`config.mk`:
```
export PLATFORM = sky130hd
export DESIGN_NAME = golden_angle_view_order_unit
export DESIGN_NICKNAME = d
export VERILOG_FILES = /design/src/rtl/core/gavo_pkg.sv /design/src/rtl/core/golden_angle_view_order_unit.sv /design/src/rtl/core/gavo_div.sv /design/src/rtl/core/gavo_seq.sv
export SDC_FILE = /design/constraint.sdc
export NUM_CORES = 2
export LEC_CHECK = 0
export ABC_AREA = 1
export BUFFER_PORTS_ARGS = -buffer_cell sky130_fd_sc_hd__buf_4
export CAP_MARGIN = 10
export CORE_AREA = 2 2 362 364
export CTS_BUF_LIST = sky130_fd_sc_hd__clkbuf_8
export DETAILED_ROUTE_END_ITERATION = 6
export DIE_AREA = 0 0 364 366
export HOLD_SLACK_MARGIN = 0.03
export PLACE_DENSITY = 0.76
export SLEW_MARGIN = 20
export SYNTH_ARGS = -nofsm -noshare
export SYNTH_HDL_FRONTEND = slang
export SYNTH_SLANG_ARGS = --single-unit
```
`constraint.sdc`:
```
create_clock -name i_clk -period 16.38 [get_ports i_clk]
set_clock_uncertainty 0.1 [all_clocks]
set_input_delay 0.819 -clock i_clk [delete_from_list [all_inputs] [get_ports i_clk]]
set_output_delay 0.819 -clock i_clk [all_outputs]
set_load 0.03 [all_outputs]
```
`src/rtl/core/gavo_pkg.sv`:
```
// ----------------------------------------------------------------------------
// gavo_pkg
// Types, field widths and codes shared by the golden-angle view order block.
// ----------------------------------------------------------------------------
package gavo_pkg;

    // Field and register widths
    localparam int VC_W       = 11;
    localparam int ETL_W      = 7;
    localparam int CMD_W      = 1;
    localparam int ECHO_W     = 6;
    localparam int SLOT_W     = 10;
    localparam int VIEW_W     = 10;
    localparam int STATUS_W   = 2;
    localparam int CFG_IDX_W  = 2;
    localparam int CFG_DATA_W = 11;

    // Datapath widths
    localparam int DIV_W    = 19;               // dividend and quotient
    localparam int DVS_W    = 11;               // divisor and remainder
    localparam int CNT_W    = $clog2(DIV_W + 1);
    localparam int GOLD_W   = 32;
    localparam int KE_W     = 2 * ETL_W;        // k * etl
    localparam int GP_W     = KE_W + GOLD_W;    // k * etl * golden ratio
    localparam int NT_W     = 11;               // train count and rounded quotient
    localparam int STRIDE_W = 12;
    localparam int P1_W     = ECHO_W + STRIDE_W;
    localparam int P2_W     = SLOT_W + ETL_W;

    // Golden ratio as an unsigned 0.32 fraction, halved for odd view counts
    localparam logic [GOLD_W-1:0] GOLD_EVEN = 32'd2654435769;
    localparam logic [GOLD_W-1:0] GOLD_ODD  = 32'd1327217884;

    // Parameter defaults and register reset values
    localparam int MAX_ECHOES_DEF = 64;
    localparam int MAX_VIEWS_DEF  = 1024;
    localparam logic [VC_W-1:0]  VIEW_COUNT_RST = 11'd256;
    localparam logic [ETL_W-1:0] ETL_RST        = 7'd8;

    // Commands
    localparam logic [CMD_W-1:0] CMD_BUILD = 1'b0;
    localparam logic [CMD_W-1:0] CMD_QUERY = 1'b1;

    // Status codes
    localparam logic [STATUS_W-1:0] STATUS_OK        = 2'd0;
    localparam logic [STATUS_W-1:0] STATUS_NOT_BUILT = 2'd1;
    localparam logic [STATUS_W-1:0] STATUS_RANGE     = 2'd2;

    // Configuration register indexes
    localparam logic [CFG_IDX_W-1:0] CFG_VIEW_COUNT        = 2'd0;
    localparam logic [CFG_IDX_W-1:0] CFG_ECHO_TRAIN_LENGTH = 2'd1;

    typedef struct packed {
        logic [CMD_W-1:0]  command;
        logic [ECHO_W-1:0] echo_index;
        logic [SLOT_W-1:0] slot_index;
    } t_in_item;

    typedef struct packed {
        logic [VIEW_W-1:0]   view_number;
        logic [STATUS_W-1:0] status;
    } t_out_item;

    typedef struct packed {
        logic             start;
        logic [DIV_W-1:0] dividend;
        logic [DVS_W-1:0] divisor;
    } t_div_req;

    typedef struct packed {
        logic             done;
        logic [DIV_W-1:0] quotient;
        logic [DVS_W-1:0] remainder;
    } t_div_rsp;

endpackage

```
`src/rtl/core/golden_angle_view_order_unit.sv`:
```
// ----------------------------------------------------------------------------
// golden_angle_view_order_unit
// Pseudo golden-angle radial view ordering: builds a per-echo offset table and
// a view stride, then maps (echo, slot) queries to view numbers.
// ----------------------------------------------------------------------------
//  Channel   Direction  Handshake                 Payload
//  in        input      i_in_valid / o_in_stall   i_in_data  (t_in_item)
//  out       output     o_out_valid / i_out_stall o_out_data (t_out_item)
//  cfg       input      i_cfg_valid / o_cfg_ready i_cfg_index, i_cfg_data
//
// A query reads the echo offset, forms the dividend and then waits on the 19-step
// shared divider doing the modulo by the view count before its result is registered.
// A build runs one divide per table entry, then a duplicate scan reading the
// offset memory, the duplicate repair, two more divides and the stride.
// Reset restores 256 views and 8 echoes and marks the table as not built.
// One item is in work at a time; the input stalls until the result is taken.
// ----------------------------------------------------------------------------
module golden_angle_view_order_unit import gavo_pkg::*; #(
    parameter int MAX_ECHOES = MAX_ECHOES_DEF,
    parameter int MAX_VIEWS  = MAX_VIEWS_DEF
) (
    input  logic                  i_clk,
    input  logic                  i_rst_n,
    input  logic                  i_in_valid,
    output logic                  o_in_stall,
    input  t_in_item              i_in_data,
    output logic                  o_out_valid,
    input  logic                  i_out_stall,
    output t_out_item             o_out_data,
    input  logic                  i_cfg_valid,
    output logic                  o_cfg_ready,
    input  logic [CFG_IDX_W-1:0]  i_cfg_index,
    input  logic [CFG_DATA_W-1:0] i_cfg_data
);

    logic [VC_W-1:0]  r_view_count;
    logic [ETL_W-1:0] r_echo_train_length;
    logic             cfg_wr;
    t_div_req         div_req;
    t_div_rsp         div_rsp;

    assign o_cfg_ready = 1'b1;
    assign cfg_wr = i_cfg_valid &&
                    ((i_cfg_index == CFG_VIEW_COUNT) || (i_cfg_index == CFG_ECHO_TRAIN_LENGTH));

    always_ff @(posedge i_clk) begin
        if (!i_rst_n) begin
            r_view_count        <= VIEW_COUNT_RST;
            r_echo_train_length <= ETL_RST;
        end else if (i_cfg_valid) begin
            if (i_cfg_index == CFG_VIEW_COUNT) begin
                r_view_count <= VC_W'(i_cfg_data);
            end else if (i_cfg_index == CFG_ECHO_TRAIN_LENGTH) begin
                r_echo_train_length <= ETL_W'(i_cfg_data);
            end
        end
    end

    gavo_seq #(
        .MAX_ECHOES (MAX_ECHOES),
        .MAX_VIEWS  (MAX_VIEWS)
    ) u_seq (
        .i_clk               (i_clk),
        .i_rst_n             (i_rst_n),
        .i_in_valid          (i_in_valid),
        .o_in_stall          (o_in_stall),
        .i_in_data           (i_in_data),
        .o_out_valid         (o_out_valid),
        .i_out_stall         (i_out_stall),
        .o_out_data          (o_out_data),
        .i_view_count        (r_view_count),
        .i_echo_train_length (r_echo_train_length),
        .i_cfg_wr            (cfg_wr),
        .o_div_req           (div_req),
        .i_div_rsp           (div_rsp)
    );

    gavo_div u_div (
        .i_clk   (i_clk),
        .i_rst_n (i_rst_n),
        .i_req   (div_req),
        .o_rsp   (div_rsp)
    );

endmodule

```
`src/rtl/core/gavo_div.sv`:
```
// ----------------------------------------------------------------------------
// gavo_div
// Shared restoring divider: one quotient bit per cycle, quotient and remainder.
// ----------------------------------------------------------------------------
module gavo_div import gavo_pkg::*; (
    input  logic     i_clk,
    input  logic     i_rst_n,
    input  t_div_req i_req,
    output t_div_rsp o_rsp
);

    logic             r_busy;
    logic             r_done;
    logic [CNT_W-1:0] r_cnt;
    logic [DIV_W-1:0] r_quo;
    logic [DVS_W-1:0] r_rem;
    logic [DVS_W-1:0] r_dvs;

    logic [DVS_W:0]   trial;
    logic [DVS_W:0]   diff;
    logic             ge;
    logic [DVS_W-1:0] n_rem;

    // Shift the next dividend bit into the partial remainder and try a subtract.
    assign trial = {r_rem, r_quo[DIV_W-1]};
    assign diff  = trial - {1'b0, r_dvs};
    assign ge    = trial >= {1'b0, r_dvs};
    assign n_rem = ge ? diff[DVS_W-1:0] : trial[DVS_W-1:0];

    always_ff @(posedge i_clk) begin
        if (!i_rst_n) begin
            r_busy <= 1'b0;
            r_done <= 1'b0;
            r_cnt  <= '0;
        end else begin
            r_done <= 1'b0;
            if (i_req.start) begin
                r_busy <= 1'b1;
                r_cnt  <= CNT_W'(DIV_W);
                r_quo  <= i_req.dividend;
                r_rem  <= '0;
                r_dvs  <= i_req.divisor;
            end else if (r_busy) begin
                r_quo <= {r_quo[DIV_W-2:0], ge};
                r_rem <= n_rem;
                r_cnt <= r_cnt - CNT_W'(1);
                if (r_cnt == CNT_W'(1)) begin
                    r_busy <= 1'b0;
                    r_done <= 1'b1;
                end
            end
        end
    end

    assign o_rsp.done      = r_done;
    assign o_rsp.quotient  = r_quo;
    assign o_rsp.remainder = r_rem;

endmodule

```
`src/rtl/core/gavo_seq.sv`:
```
// ----------------------------------------------------------------------------
// gavo_seq
// Sequencer: echo table build, duplicate repair, stride and view queries,
// with the table memories and the result register.
// ----------------------------------------------------------------------------
module gavo_seq import gavo_pkg::*; #(
    parameter int MAX_ECHOES = MAX_ECHOES_DEF,
    parameter int MAX_VIEWS  = MAX_VIEWS_DEF
) (
    input  logic             i_clk,
    input  logic             i_rst_n,
    input  logic             i_in_valid,
    output logic             o_in_stall,
    input  t_in_item         i_in_data,
    output logic             o_out_valid,
    input  logic             i_out_stall,
    output t_out_item        o_out_data,
    input  logic [VC_W-1:0]  i_view_count,
    input  logic [ETL_W-1:0] i_echo_train_length,
    input  logic             i_cfg_wr,
    output t_div_req         o_div_req,
    input  t_div_rsp         i_div_rsp
);

    localparam int AW = $clog2(MAX_ECHOES);

    typedef enum logic [4:0] {
        S_IDLE,
        S_GMUL1,
        S_GMUL2,
        S_GWAIT,
        S_SRD,
        S_SCMP,
        S_RRD,
        S_RWR,
        S_NT,
        S_NTWAIT,
        S_QT,
        S_QTWAIT,
        S_STRIDE,
        S_QMUL,
        S_QSUM,
        S_QWAIT
    } t_state;

    t_state                r_state;
    logic                  r_ready;
    logic                  r_out_valid;
    t_out_item             r_out;
    logic                  r_div_start;
    logic [DIV_W-1:0]      r_dividend;
    logic [DVS_W-1:0]      r_divisor;
    logic [AW-1:0]         r_k;
    logic [AW-1:0]         r_m;
    logic [AW-1:0]         r_val;
    logic                  r_seen;
    logic [AW-1:0]         r_ndup;
    logic [AW-1:0]         r_nmis;
    logic [KE_W-1:0]       r_ke;
    logic [NT_W-1:0]       r_ntrains;
    logic [NT_W-1:0]       r_q;
    logic [STRIDE_W-1:0]   r_stride;
    logic [ECHO_W-1:0]     r_echo;
    logic [SLOT_W-1:0]     r_slot;
    logic [P1_W-1:0]       r_p1;
    logic [P2_W-1:0]       r_p2;

    // Table memories
    logic [AW-1:0] mem_order [MAX_ECHOES];
    logic [AW-1:0] mem_dup   [MAX_ECHOES];
    logic [AW-1:0] mem_miss  [MAX_ECHOES];
    logic [AW-1:0] r_order_q;
    logic [AW-1:0] r_dup_q;
    logic [AW-1:0] r_miss_q;

    logic                  in_stall;
    logic                  in_take;
    logic                  cfg_ok;
    logic [AW-1:0]         etl_m1;
    logic                  echo_bad;
    logic                  slot_bad;
    logic [GOLD_W-1:0]     gold;
    logic [GP_W-1:0]       gprod;
    logic [P1_W+1:0]       sprod;
    logic                  eq;
    logic                  order_we;
    logic [AW-1:0]         order_waddr;
    logic [AW-1:0]         order_wdata;
    logic [AW-1:0]         order_raddr;
    logic                  dup_we;
    logic                  miss_we;

    assign in_stall = (r_state != S_IDLE) || r_out_valid;
    assign in_take  = i_in_valid && !in_stall;

    assign cfg_ok = (i_view_count != '0) && (32'(i_view_count) <= 32'(MAX_VIEWS)) &&
                    (i_echo_train_length != '0) &&
                    (32'(i_echo_train_length) <= 32'(MAX_ECHOES));
    assign etl_m1   = AW'(i_echo_train_length - ETL_W'(1));
    assign echo_bad = ETL_W'(i_in_data.echo_index) >= i_echo_train_length;
    assign slot_bad = NT_W'(i_in_data.slot_index) >= r_ntrains;

    assign gold  = i_view_count[0] ? GOLD_ODD : GOLD_EVEN;
    assign gprod = GP_W'(r_ke) * GP_W'(gold);
    assign sprod = (P1_W+2)'(r_q) * (P1_W+2)'(i_echo_train_length);
    assign eq    = r_order_q == r_val;

    // Offset memory: written by the generator and the duplicate repair,
    // read by the duplicate scan and by queries.
    assign order_we    = ((r_state == S_GWAIT) && i_div_rsp.done) || (r_state == S_RWR);
    assign order_waddr = (r_state == S_RWR) ? r_dup_q : r_k;
    assign order_wdata = (r_state == S_RWR) ? r_miss_q : AW'(i_div_rsp.remainder);
    assign order_raddr = (r_state == S_QMUL) ? AW'(r_echo) : r_m;

    assign dup_we  = (r_state == S_SCMP) && eq && r_seen;
    assign miss_we = (r_state == S_SCMP) && (r_m == etl_m1) && !(r_seen || eq);

    always_ff @(posedge i_clk) begin
        if (order_we) begin
            mem_order[order_waddr] <= order_wdata;
        end
        r_order_q <= mem_order[order_raddr];
    end

    always_ff @(posedge i_clk) begin
        if (dup_we) begin
            mem_dup[r_ndup] <= r_m;
        end
        r_dup_q <= mem_dup[r_k];
    end

    always_ff @(posedge i_clk) begin
        if (miss_we) begin
            mem_miss[r_nmis] <= r_val;
        end
        r_miss_q <= mem_miss[r_k];
    end

    always_ff @(posedge i_clk) begin
        if (!i_rst_n) begin
            r_state     <= S_IDLE;
            r_ready     <= 1'b0;
            r_out_valid <= 1'b0;
            r_div_start <= 1'b0;
            r_stride    <= '0;
        end else begin
            r_div_start <= 1'b0;
            if (r_out_valid && !i_out_stall) begin
                r_out_valid <= 1'b0;
            end
            case (r_state)
                S_IDLE: begin
                    if (in_take) begin
                        if (i_in_data.command == CMD_BUILD) begin
                            if (cfg_ok) begin
                                r_k     <= '0;
                                r_state <= S_GMUL1;
                            end else begin
                                r_ready           <= 1'b0;
                                r_out_valid       <= 1'b1;
                                r_out.view_number <= '0;
                                r_out.status      <= STATUS_RANGE;
                            end
                        end else if (!r_ready) begin
                            r_out_valid       <= 1'b1;
                            r_out.view_number <= '0;
                            r_out.status      <= STATUS_NOT_BUILT;
                        end else if (echo_bad || slot_bad) begin
                            r_out_valid       <= 1'b1;
                            r_out.view_number <= '0;
                            r_out.status      <= STATUS_RANGE;
                        end else begin
                            r_echo  <= i_in_data.echo_index;
                            r_slot  <= i_in_data.slot_index;
                            r_state <= S_QMUL;
                        end
                    end
                end
                S_GMUL1: begin
                    r_ke    <= KE_W'(KE_W'(r_k) * KE_W'(i_echo_train_length));
                    r_state <= S_GMUL2;
                end
                S_GMUL2: begin
                    // Integer part of k * etl * G, then reduced modulo etl.
                    r_dividend  <= DIV_W'(gprod[GP_W-1:GOLD_W]);
                    r_divisor   <= DVS_W'(i_echo_train_length);
                    r_div_start <= 1'b1;
                    r_state     <= S_GWAIT;
                end
                S_GWAIT: begin
                    if (i_div_rsp.done) begin
                        if (r_k == etl_m1) begin
                            r_val   <= '0;
                            r_m     <= '0;
                            r_seen  <= 1'b0;
                            r_ndup  <= '0;
                            r_nmis  <= '0;
                            r_state <= S_SRD;
                        end else begin
                            r_k     <= r_k + AW'(1);
                            r_state <= S_GMUL1;
                        end
                    end
                end
                S_SRD: begin
                    r_state <= S_SCMP;
                end
                S_SCMP: begin
                    // Every value is searched over all positions; repeats after
                    // the first hit are duplicates, values never hit are missing.
                    if (eq && r_seen) begin
                        r_ndup <= r_ndup + AW'(1);
                    end
                    if (eq) begin
                        r_seen <= 1'b1;
                    end
                    if (r_m == etl_m1) begin
                        if (!(r_seen || eq)) begin
                            r_nmis <= r_nmis + AW'(1);
                        end
                        r_m    <= '0;
                        r_seen <= 1'b0;
                        if (r_val == etl_m1) begin
                            r_k     <= '0;
                            r_state <= S_RRD;
                        end else begin
                            r_val   <= r_val + AW'(1);
                            r_state <= S_SRD;
                        end
                    end else begin
                        r_m     <= r_m + AW'(1);
                        r_state <= S_SRD;
                    end
                end
                S_RRD: begin
                    // There are as many missing values as duplicates.
                    if (r_k == r_ndup) begin
                        r_state <= S_NT;
                    end else begin
                        r_state <= S_RWR;
                    end
                end
                S_RWR: begin
                    r_k     <= r_k + AW'(1);
                    r_state <= S_RRD;
                end
                S_NT: begin
                    r_dividend  <= DIV_W'(VC_W'(i_view_count) + VC_W'(i_echo_train_length)
                                          - VC_W'(1));
                    r_divisor   <= DVS_W'(i_echo_train_length);
                    r_div_start <= 1'b1;
                    r_state     <= S_NTWAIT;
                end
                S_NTWAIT: begin
                    if (i_div_rsp.done) begin
                        r_ntrains <= NT_W'(i_div_rsp.quotient);
                        r_state   <= S_QT;
                    end
                end
                S_QT: begin
                    // Round half up: (2 * trains + etl) / (2 * etl).
                    r_dividend  <= DIV_W'({r_ntrains, 1'b0}) + DIV_W'(i_echo_train_length);
                    r_divisor   <= DVS_W'({i_echo_train_length, 1'b0});
                    r_div_start <= 1'b1;
                    r_state     <= S_QTWAIT;
                end
                S_QTWAIT: begin
                    if (i_div_rsp.done) begin
                        r_q     <= NT_W'(i_div_rsp.quotient);
                        r_state <= S_STRIDE;
                    end
                end
                S_STRIDE: begin
                    if (r_q == '0) begin
                        r_stride <= STRIDE_W'(i_echo_train_length);
                    end else begin
                        r_stride <= STRIDE_W'(sprod);
                    end
                    r_ready           <= 1'b1;
                    r_out_valid       <= 1'b1;
                    r_out.view_number <= '0;
                    r_out.status      <= STATUS_OK;
                    r_state           <= S_IDLE;
                end
                S_QMUL: begin
                    r_p1    <= P1_W'(P1_W'(r_echo) * P1_W'(r_stride));
                    r_p2    <= P2_W'(P2_W'(r_slot) * P2_W'(i_echo_train_length));
                    r_state <= S_QSUM;
                end
                S_QSUM: begin
                    r_dividend  <= DIV_W'(r_p1) + DIV_W'(r_p2) + DIV_W'(r_order_q);
                    r_divisor   <= DVS_W'(i_view_count);
                    r_div_start <= 1'b1;
                    r_state     <= S_QWAIT;
                end
                S_QWAIT: begin
                    if (i_div_rsp.done) begin
                        r_out_valid       <= 1'b1;
                        r_out.view_number <= VIEW_W'(i_div_rsp.remainder);
                        r_out.status      <= STATUS_OK;
                        r_state           <= S_IDLE;
                    end
                end
                default: begin
                    r_state <= S_IDLE;
                end
            endcase
            // Any register write invalidates the table.
            if (i_cfg_wr) begin
                r_ready <= 1'b0;
            end
        end
    end

    assign o_in_stall  = in_stall;
    assign o_out_valid = r_out_valid;
    assign o_out_data  = r_out;

    assign o_div_req.start    = r_div_start;
    assign o_div_req.dividend = r_dividend;
    assign o_div_req.divisor  = r_divisor;

endmodule
```
# After elaboration in Yosys (flattened, before gate mapping)
# Memory sizes are Yosys's and may differ from the RTL's. A register that Yosys moved wholly into a read port is not among the register bits.
# Cells that the tools add are included.
# totals
word_cells,244
ramBits,1152
input_bits,35
output_inout_bits,15
latch_bits,0
n_memories,3
reg_bits,245
rom_bits,0
# mem_list
memory,depth,word_bits,read_ports,rd_ports_with_merged_regs,wr,line,source
u_seq.mem_dup,64,6,1,1,1,gavo_seq.sv:70,logic [AW-1:0] mem_dup [MAX_ECHOES];
u_seq.mem_miss,64,6,1,1,1,gavo_seq.sv:71,logic [AW-1:0] mem_miss [MAX_ECHOES];
u_seq.mem_order,64,6,1,1,1,gavo_seq.sv:69,logic [AW-1:0] mem_order [MAX_ECHOES];
# classes
bitwise,4
n_mul,5
mux,82
n_shift,0
n_eq_ne,43
n_lt_le_gt_ge,5
div,0
add_sub_neg,13
reduce_logical,58
# ops
cell,n
$mux W6,18
$mux W12,7
$pmux W19 S4,1
$pmux W5 S15,1
$mux W5,11
$pmux W6 S2,4
$mul A13 B32 Y45,1
$eq A5 B4 Y1 const B,8
$mux W19,2
$pmux W12 S3,1
$pmux W11 S3,1
$mux W32,1
$add A6 B1 Y6 const B,5
$eq A6 B6 Y1,5
$mux W1,25
$pmux W6 S4,1
$reduce_and A6 Y1,4
$mux W11,2
$eq A5 B3 Y1 const B,4
$add A18 B17 Y19,1
$add A19 B6 Y19,1
$sub A19 B1 Y19 const B,1
$mul A6 B12 Y18,1
$ne A2 B2 Y1 const B,9
other kinds (47),95

# Logic depth before layout (Yosys ltp)
# logic_depth
word_depth,8
depth_mapped,31
mapped_depth_nobuf,31

# Hierarchy
# A second synthesis with hierarchy kept.
# hier_totals
hier_cells,7769
hier_area_um2,77677.0
# by_module_without_submodules
module,instances,area_per_inst_um2,cells_each,seq_area_each_um2
gavo_seq,1,74053.5,7305,40108.5
gavo_div,1,2821.5,345,1371.3
golden_angle_view_order_unit,1,802.0,119,360.3

# Worst setup path after synthesis
# OpenSTA, ideal clock, no wires.
# synth_timing
path_type,reg2reg
start,register r_view_count[0]
end,register u_seq.r_dividend[4] (data pin)
path_stages_with_launch,25
path_slack_ns,11.082
setup_ns,0.257
arrival_ns,4.941
path_cell_list,dfxtp_1 clkbuf_1 clkbuf_1 nand2_1 inv_1 fa_1 fa_1 inv_1 fa_1 inv_1 fa_1 inv_1 fa_1 inv_1 ha_1 nand2_1 nand2_1 a21oi_1 o21ai_0 o21ai_0 nand2_1 nand2_1 nand2_1 nand2_1 nand2_1
# synth_between
elab_chain_len,3
word_cells_on_any_way,5
cone_classes,add/sub (2); mul (1); mux (2)
# synth_rtl
item,line,source
"start, declared",golden_angle_view_order_unit.sv:36,logic [VC_W-1:0] r_view_count;
"start signal, assigned",golden_angle_view_order_unit.sv:52,r_view_count <= VC_W'(i_cfg_data);
$mux W32 or $add A11 B7 Y12 (tied branches),"gavo_seq.sv:103, gavo_seq.sv:248",
$mul A13 B32 Y45 or $sub A19 B1 Y19 (tied branches),"gavo_seq.sv:104, gavo_seq.sv:249",
$pmux W19 S4 (*),gavo_seq.sv:151,case (r_state)
"end signal, assigned",gavo_seq.sv:185,r_dividend <= DIV_W'(gprod[GP_W-1:GOLD_W]);
"end signal, assigned",gavo_seq.sv:248,r_dividend <= DIV_W'(VC_W'(i_view_count) + VC_W'(i_echo_train_length)
"end signal, assigned",gavo_seq.sv:262,"r_dividend <= DIV_W'({r_ntrains, 1'b0}) + DIV_W'(i_echo_train_length);"
"end, declared",gavo_seq.sv:51,logic [DIV_W-1:0] r_dividend;
# Every way passes the cells marked *; elsewhere a longest branch is shown, timed or not.
# A chain may end at the register's enable or synchronous reset.

# Worst setup path in the final report
# layout_timing
start,register r_view_count[0]
end,register u_seq.r_dividend[12] (data pin)
# The elaborated chain is that of the path after synthesis.

==> flow_summary.yaml <==
clock_tree:
  clockBufferDepth: 3
  postCtsHoldBufs: 26
  cts_root_buf: "clkbuf_8"
  htree_num_levels: 4
  clkSinkCount: 1414
  cts_setup_buffers: 0
  clk_latency_ns: 0.96
  path_clk_slew_ns: 0.06
  cts_tree: "done"
  cts_buffers: 217
  ctsResizeCount: 0
cells_and_area:
  area_growth_pct: 8.157
  fin_util_pct: 64.76
  regArea_mm2: 0.04184
  final_area_mm2: 0.08353
  multi_input_area_mm2: 0.02970
  fillerInstances: 10126
  drive_gt1_share_pct: 5.607
  layout.cells.non_filler: 9716
  fin_nets: 8454
global_route:
  overflow: 0
  antenna_found_initial: 5
  track_usage_pct: 31.40
  grt_max_degree: 239
  grt_pass1_vias: 55249
  grt_pass1_wl_um: 320400
place:
  dp_cells: 9296
  dp_hpwl_um: 141100
  place_area_mm2: 0.07918
  gp_congestion: 0.9583
  port_buffers: 48
synthesis:
  synth_area_leaders: "edfxtp_1, fa_1, nand2_1"
  synth_xor_xnor_area_share_pct: 0.6691
  yosys-mux-area-fraction_pct: 0
  syn-cell-area_mm2: 0.07723
  synth-seq-cells: 1414
  synth_compound_area_share_pct: 7.577
  ys_types: 49
  yosysTopAreaCellShare_pct: 52.57
  async_flop_share_pct: 0
  synth_top_area_cell: "edfxtp_1"
  synth_ff_type: "edfxtp_1"
  syn_area_per_cell_um2: 9.973
  synth_commonest_cells: "nand2_1, edfxtp_1, inv_1, nor2_1, nand3_1"
  yosysMostFrequentCell: "nand2_1"
  ys_warn_count: 0
  yosys.area_share.adder_pct: 13.39
  synth-edff-count: 1352
  ys_seq_area_share_pct: 54.18
  syn_inst: 7744
  synth_top_family_by_area: "simple AND/OR/NAND/NOR gates"
  yosys.area_share.simple_pct: 16.54
die:
  die_h_um: 366
  die_width_um: 364
  start_util_pct: 59.87
  boundaryPins: 50
  core_mm2: 0.1290
  row_count: 132
  fp.dieArea_mm2: 0.1332
route:
  route.detailed.drc: 0
  via_count: 56600
  ant_nets: 0
  firstDrtPassIters: 6
  wl_per_cell_um: 21.36
  via_per_inst: 5.825
  drtIter0Drc: 6988
  totalWireLength_um: 207500
critical_path:
  crit_required_ns: 16.98
  cp-start-kind: "flip-flop"
  worstSetupPathType: "flip-flop to flip-flop"
  cp_data_arrival_time_ns: 6.66
  path_max_fanout: 33
  r2r_slack_ns: 10.32
  endpoint_kind: "flip-flop"
sta:
  final-setup-viol-count: 0
  final_hold_viol_count: 0
  worst_pin_slew_ns: 1.122
  fin_crit_sh_pct: 37.02
  fmaxAchievable_mhz: 164.9
  holdWs_ns: 0.1163
  finalSetupTns_ns: 0
  min_period_ns: 6.063
  slew_headroom_pct: 24.92
  drv_slew: 0
  grt_setup_unrepaired: "false"
power_and_ir_drop:
  p_leak_nw: 35.00
  power_density_mw_per_mm2: 173.0
  ir_worst_vdd_v: 0.0003659
hold_path:
  min_path_type: "primary input to flip-flop"
outcome:
  status: "complete, no violations"
job:
  maxCapViolations: 0
-- registers in the layout, summed over array words and instances, names as in the netlist, 12 cells and up --
name,count
u_seq.mem_dup,384
u_seq.mem_miss,384
u_seq.mem_order,384
u_div.r_quo,19
u_seq.r_dividend,19
u_seq.r_p1,18
u_seq.r_p2,17
u_seq.r_ke,13
u_seq.o_out_data,12
u_seq.r_stride,12
-- placed cells by master, fill, tap and decap left out, types with 109 or more instances in the layout --
cell / n
edfxtp_1: 1352
a21oi_1: 229
nor2_1: 835
ha_1: 276
o21ai_0: 507
nand3_1: 698
nand2_1: 1369
inv_1: 1268
buf_4: 109
fa_1: 344
clkbuf_8: 222
-- logic make-up after synthesis --
family                     count (synthesis)
and+or+nand+nor                         3074
buffers and inverters                   1545
DFF                                     1414
AOI/OAI and AO/OA                       1030
adders and majority gates                620
xor gates and xnor gates                  59
other                                      2
-- metrics by stage --
step | power (W) | worst slack [ns]
floorplan | 0.009249 | 11.08
global placement | 0.01161 | 10.41
detailed placement | 0.01162 | 10.26
CTS | 0.01441 | 10.26
global route | 0.01559 | 9.827
finish | 0.01445 | 10.32
-- final cells by class --
| class | count | area share (%) |
|---|---|---|
| Clock buffer | 222 | 3.658 |
| Antenna cell | 2 | 0.005992 |
| Tap cell | 1742 | 2.609 |
| Timing Repair Buffer | 138 | 1.342 |
| Clock inverter | 170 | 1.212 |
| Inverter | 1225 | 5.517 |
| Sequential cell | 1414 | 50.09 |
| Multi-Input combinational cell | 4803 | 35.56 |
-- worst max-delay path: stages (launching register included) --
cell and delay [ns]:
dfxtp_1 0.30, buf_4 0.23, nor2_1 0.22, inv_1 0.13, nor2_1 0.40, inv_1 0.13, nand2_1 0.13, inv_1 0.10
ha_1 0.41, fa_1 0.62, fa_1 0.44, fa_1 0.52, inv_1 0.05, fa_1 0.47, inv_1 0.04, ha_1 0.30
nand2_1 0.08, nor2_1 0.22, inv_1 0.11, o21ai_0 0.27, nand2_1 0.09, nand2_1 0.06, nand2_1 0.07, nand4_1 0.08
nand3_1 0.08, nand2_1 0.10, inv_1 0.04
-- layer usage --
metal	global-route usage [%]	vias up	wire length (um)
met5	0	-	23
met4	12.18	4	7764
met3	6.103	465	21620
met2	48.53	3041	95230
met1	44.17	27107	82890
li1	-	25983	-
-- final timing paths --
| path | startpoint | to | depth (start not counted) |
|---|---|---|---|
| min reg2reg | u_seq.r_divisor[3] | u_div.r_dvs[3] | 0 |
| max reg2reg | r_view_count[0] | u_seq.r_dividend[12] | 26 |
| min | i_cfg_data[10] | r_view_count[10] | 3 |
| max | r_view_count[0] | u_seq.r_dividend[12] | 26 |
-- power by group --
group          leakage, nW  switching (W)  internal (W)
Sequential            12.7       0.000111       0.00418
Clock                 2.33        0.00143       0.00137
Combinational         19.9        0.00499       0.00237
Total                 35.0        0.00653       0.00792
Power figures use the tool's default switching activity.
